### config.mk
export PLATFORM = sky130hd
export DESIGN_NAME = sem_ctrl
export DESIGN_NICKNAME = d
export VERILOG_FILES = /design/src/hdl/sem_pkg.sv /design/src/hdl/sem_ctrl.sv
export SDC_FILE = /design/constraint.sdc
export NUM_CORES = 1
export LEC_CHECK = 0
export ABC_AREA = 0
export ABC_CLOCK_PERIOD_IN_PS = 3600
export BUFFER_PORTS_ARGS = -buffer_cell sky130_fd_sc_hd__buf_2
export CAP_MARGIN = 20
export CORE_AREA = 10 10 49 51
export DETAILED_ROUTE_END_ITERATION = 12
export DIE_AREA = 0 0 59 61
export PLACE_DENSITY = 0.67
export SLEW_MARGIN = 15
export SYNTH_ARGS = -nofsm -noshare
export SYNTH_HDL_FRONTEND = slang
export SYNTH_SLANG_ARGS = --single-unit
export TNS_END_PERCENT = 20
### constraint.sdc
create_clock -name clock -period 3.6 [get_ports clock]
set_input_delay 0.72 -clock clock [delete_from_list [all_inputs] [get_ports clock]]
set_output_delay 0.72 -clock clock [all_outputs]
set_load 0.05 [all_outputs]
### src/hdl/sem_pkg.sv
// Shared constants and controller/datapath interface types for the Sobel edge block.
package sem_pkg;

   localparam int MAX_WIDTH_DEF = 1024;
   localparam int CH_W          = 8;
   localparam int NUM_CH        = 3;
   localparam int PIX_W         = CH_W * NUM_CH;
   localparam int CFG_W         = 11;
   localparam logic [CFG_W-1:0] WIDTH_RESET = 11'd1024;
   localparam int GRAD_W        = 11;
   localparam int SUM_W         = 21;
   localparam int STEP_W        = 3;

   typedef struct packed {
      logic shift_data;
      logic shift_zero;
      logic grad;
      logic sq;
      logic mag_step;
      logic out_load;
      logic out_last;
      logic out_fend;
   } cmd_type;

   typedef struct packed {
      logic emit_first;
      logic row_end;
      logic active;
      logic flush;
      logic mag_last;
      logic rsp_taken;
   } sts_type;

endpackage

### src/hdl/sem_ctrl.sv
// Controller state machine: sequences one input transfer through shift, gradient and output.
module sem_ctrl
   import sem_pkg::*;
   (input  logic    clock,
    input  logic    reset,
    input  logic    accept,
    input  sts_type sts,
    output cmd_type cmd,
    output logic    ready);

   typedef enum logic [2:0] {
      S_IDLE, S_RD, S_ZS, S_GRAD, S_SQ, S_MAG, S_OUTW
   } state_type;

   state_type state_ff;
   cmd_type   cmd_ff;
   logic      ready_ff;
   logic      phase_ff;

   always_ff @(posedge clock) begin
      if (reset) begin
         state_ff <= S_IDLE;
         cmd_ff   <= '0;
         ready_ff <= 1'b1;
         phase_ff <= 1'b0;
      end else begin
         cmd_ff <= '0;
         case (state_ff)
            S_IDLE: begin
               if (accept) begin
                  ready_ff          <= 1'b0;
                  phase_ff          <= 1'b0;
                  state_ff          <= S_RD;
                  cmd_ff.shift_data <= 1'b1;
               end
            end
            S_RD: begin
               if (sts.emit_first) begin
                  state_ff    <= S_GRAD;
                  cmd_ff.grad <= 1'b1;
               end else if (sts.row_end) begin
                  state_ff          <= S_ZS;
                  cmd_ff.shift_zero <= 1'b1;
               end else begin
                  state_ff <= S_IDLE;
                  ready_ff <= 1'b1;
               end
            end
            S_ZS: begin
               phase_ff <= 1'b1;
               if (sts.active) begin
                  state_ff    <= S_GRAD;
                  cmd_ff.grad <= 1'b1;
               end else begin
                  state_ff <= S_IDLE;
                  ready_ff <= 1'b1;
               end
            end
            S_GRAD: begin
               state_ff  <= S_SQ;
               cmd_ff.sq <= 1'b1;
            end
            S_SQ: begin
               state_ff        <= S_MAG;
               cmd_ff.mag_step <= 1'b1;
            end
            S_MAG: begin
               if (sts.mag_last) begin
                  state_ff        <= S_OUTW;
                  cmd_ff.out_load <= 1'b1;
                  cmd_ff.out_last <= phase_ff | ~sts.row_end;
                  cmd_ff.out_fend <= phase_ff & sts.flush;
               end else begin
                  cmd_ff.mag_step <= 1'b1;
               end
            end
            S_OUTW: begin
               if (sts.rsp_taken) begin
                  if (!phase_ff && sts.row_end) begin
                     state_ff          <= S_ZS;
                     cmd_ff.shift_zero <= 1'b1;
                  end else begin
                     state_ff <= S_IDLE;
                     ready_ff <= 1'b1;
                  end
               end
            end
            default: begin
               state_ff <= S_IDLE;
               ready_ff <= 1'b1;
            end
         endcase
      end
   end

   assign cmd   = cmd_ff;
   assign ready = ready_ff;

endmodule

==> summary.txt <==
STA
  – Min Tclk post-route: 1.61 ns
  – Worst slew pin tran: 0.493 ns
  – Slew HR: between 60% and 70%
  – Setup TNS Final: 0 ns
  – Hold Fails Final Rpt: 0
  – Clk_skew: 0.00731 ns
  – Setup Viol. Count Final: 0
  – RSZ-0062 raised after global routing: false
  – Achievable frequency: approximately 0.62 GHz
  – Max-slew violations: 0
  – Final period util: 44.7%

Route
  – Drt first pass iters: 3
  – Via count: 520
  – Vias per cell: ~5.3
  – Drt wl/cell: between 10 and 15 um
  – Antenna viol nets, final: 0
  – Remaining DRCs: 0
  – WL final: roughly 1.4 mm
  – Iter 0 DRT Violations: 10

Critical path
  – Startpoint type of the worst setup path: register
  – WP data required: 3.81 ns
  – Critical path arrival: 1.82 ns
  – Setup crit end kind: register
  – Buffers & Inverters on Critical Path: 0
  – Worst path slowest cell: dfxtp_1
  – Worst-path cell chain: and4bb_1 > o21a_1 > a2111oi_4 > mux2i_1
  – CP top delay family: flip-flops
  – WS Path Type: reg2reg
  – CP peak stage delay: 0.60 ns
  – Max FO, Critical Path: 14

Global route
  – Largest net degree at the start of global routing: 17
  – First-pass GRT wire length: 2.26 mm
  – Vias in the first global route: 463
  – Initial antenna violation count: 0
  – All-Layer GR Usage: under 10%
  – Grt total ovfl: 0

Layout
  – Area Overhead vs Synth: 15.9%
  – Final Cell Area: 731 um^2
  – # diodes: 0
  – Final #Nets: 93
  – Fin cells: 99
  – Share of cells above drive strength 1: 33.7%

CTS
  – Post-CTS Hold Buffers: 0
  – Clock sink count: 13
  – H-Tree Depth: 1
  – Resized Gates After CTS: 0
  – Clock Latency Late Sink: roughly 0.28 ns
  – Setup Buffers After CTS: 0
  – CTS tree: built
  – Clk buf depth: 2
  – CTS Root Buffer Type: clkbuf_4
  – Num CTS Buffers: 3
  – Clk slew on worst S/H paths: approximately 0.08 ns

Synthesis
  – Yosys warnings: 0
  – Post-synth top cells: 13 x dfxtp_1, 6 x a21oi_1, 4 x nor2_1
  – Mapped Avg Cell Area: 9.55 um^2
  – Synth cell types: 34
  – Number of synthesized flops with an enable pin: 0
  – Cell taking the most area after synthesis: dfxtp_1
  – FFs w/ async S/R, synth: 0%
  – Count leader, synth: dfxtp_1
  – Most common flop cell mapped by yosys: dfxtp_1
  – Cell Area, Synth: 631 um^2
  – Mapped Nets: 75
  – Cells after Synth: 66
  – FF+latch count, synth: 13
  – Sequential share of the synthesized area: 41.3%
  – Post-synth top area share: between 40 and 50%
  – Largest cells by area after synthesis: dfxtp_1 41%, a21oi_1 4.8%, a2111oi_4 4.4%, buf_6 3.6%, o221ai_1 2.8%

Placement
  – RePlAce Congestion: 0.849
  – Dpl cell area: 704 um^2
  – Port bufs: 17
  – Dpl hpwl: 1.06 mm
  – DP Cell Count: between 90 and 100

Floorplan
  – Die X: 59 um
  – Die area: 0.00360 mm^2
  – Site Rows: 14
  – Initial Util: 42.9%
  – I/O Pins: 18
  – Placeable core area: 0.00147 mm^2
  – Die height: around 61 um

Hold path
  – HP Class: reg2reg

Status
  – Outcome: completed

Power
  – Worst ir drop on vdd: 0.204 mV
  – PD cells: 465 mW/mm^2
  – Leakage: 0.306 nW

Flow run
  – Max-cap violations: 0
[where the power goes]
group / leakage (nW) / total, mW / switching (mW) / internal, mW
combinational: 0.185 / 0.0827 / 0.0504 / 0.0323
clock: 0.0150 / 0.0899 / 0.0469 / 0.0430
sequential: 0.106 / 0.167 / 0.0140 / 0.153
[flip-flops by register name (all words and copies together) (netlist names)]
register	cells
cmd	8
phase_ff	1
ready	1
state_ff	3
[path summary, 6_finish.rpt]
path | end | depth (start not counted) | slack [ns] | from
worst max-delay path | ready | 4 | 1.99 | state_ff[0]
worst min-delay path | cmd[1] | 2 | 0.48 | phase_ff
worst max register to register | ready | 4 | 1.99 | state_ff[0]
worst min register to register | cmd[1] | 2 | 0.48 | phase_ff
[worst reg2reg max path: cells and delay by family, from the launching register on]
kind | cells | cell delay [ns]
flops | 1 | 0.60
simple gates | 1 | 0.27
mux | 1 | 0.20
compound gates | 2 | 0.47
[metrics by stage]
step                setup slack (ns)  utilization (%)  power (mW)  hold slack, ns
floorplan                       2.15                -       0.236           0.441
global placement                1.98             47.9       0.253           0.481
detailed placement              1.96             47.9       0.253           0.480
CTS                             1.99             49.7       0.343           0.487
global route                    1.86             49.7       0.358           0.513
finish                          1.99             49.7       0.340           0.482
[routing by layer]
metal	track usage, %	vias up	wire length [um]
met5	0	-	0
met4	2.95	0	0
met3	4.18	0	107
met2	11.7	10	668
met1	9.73	236	621
li1	-	274	-
[placed cells by master, fill, tap and decap left out, drive strengths merged]
cell     count
clkbuf       4
buf         17
a21boi       1
and3         1
nor3b        2
a21oi        6
nor2b        2
nor3         1
nand3b       3
and4bb       1
mux2i        1
nor2         4
nor4         2
or3          1
o22ai        1
nand2b       2
o21a         1
dfxtp       13
o21ai        2
or2b         1
o221ai       2
a22oi        2
a211oi       1
and2         1
a2111oi      1
inv          4
or4          1
or3b         1
nand2        4
[area by class of cell]
class | instances | area (um^2)
clock buffers | 4 | 26.3
repair buffers | 17 | 85.1
multi-input cells | 45 | 324
flip-flops and latches | 13 | 260
inverters | 4 | 15.0
well taps | 16 | 20.0
fillers | 161 | 741
[logic make-up (layout without fill, tap and decap cells)]
family          after synthesis  after routing  share of synthesized area (%)
mux                           1              1                           1.59
flops                        13             13                           41.3
compound gates               17             17                           21.4
simple gates                 27             27                           28.4
buf+inv                       8             25                           7.34
(Power assumes the default switching activity.)
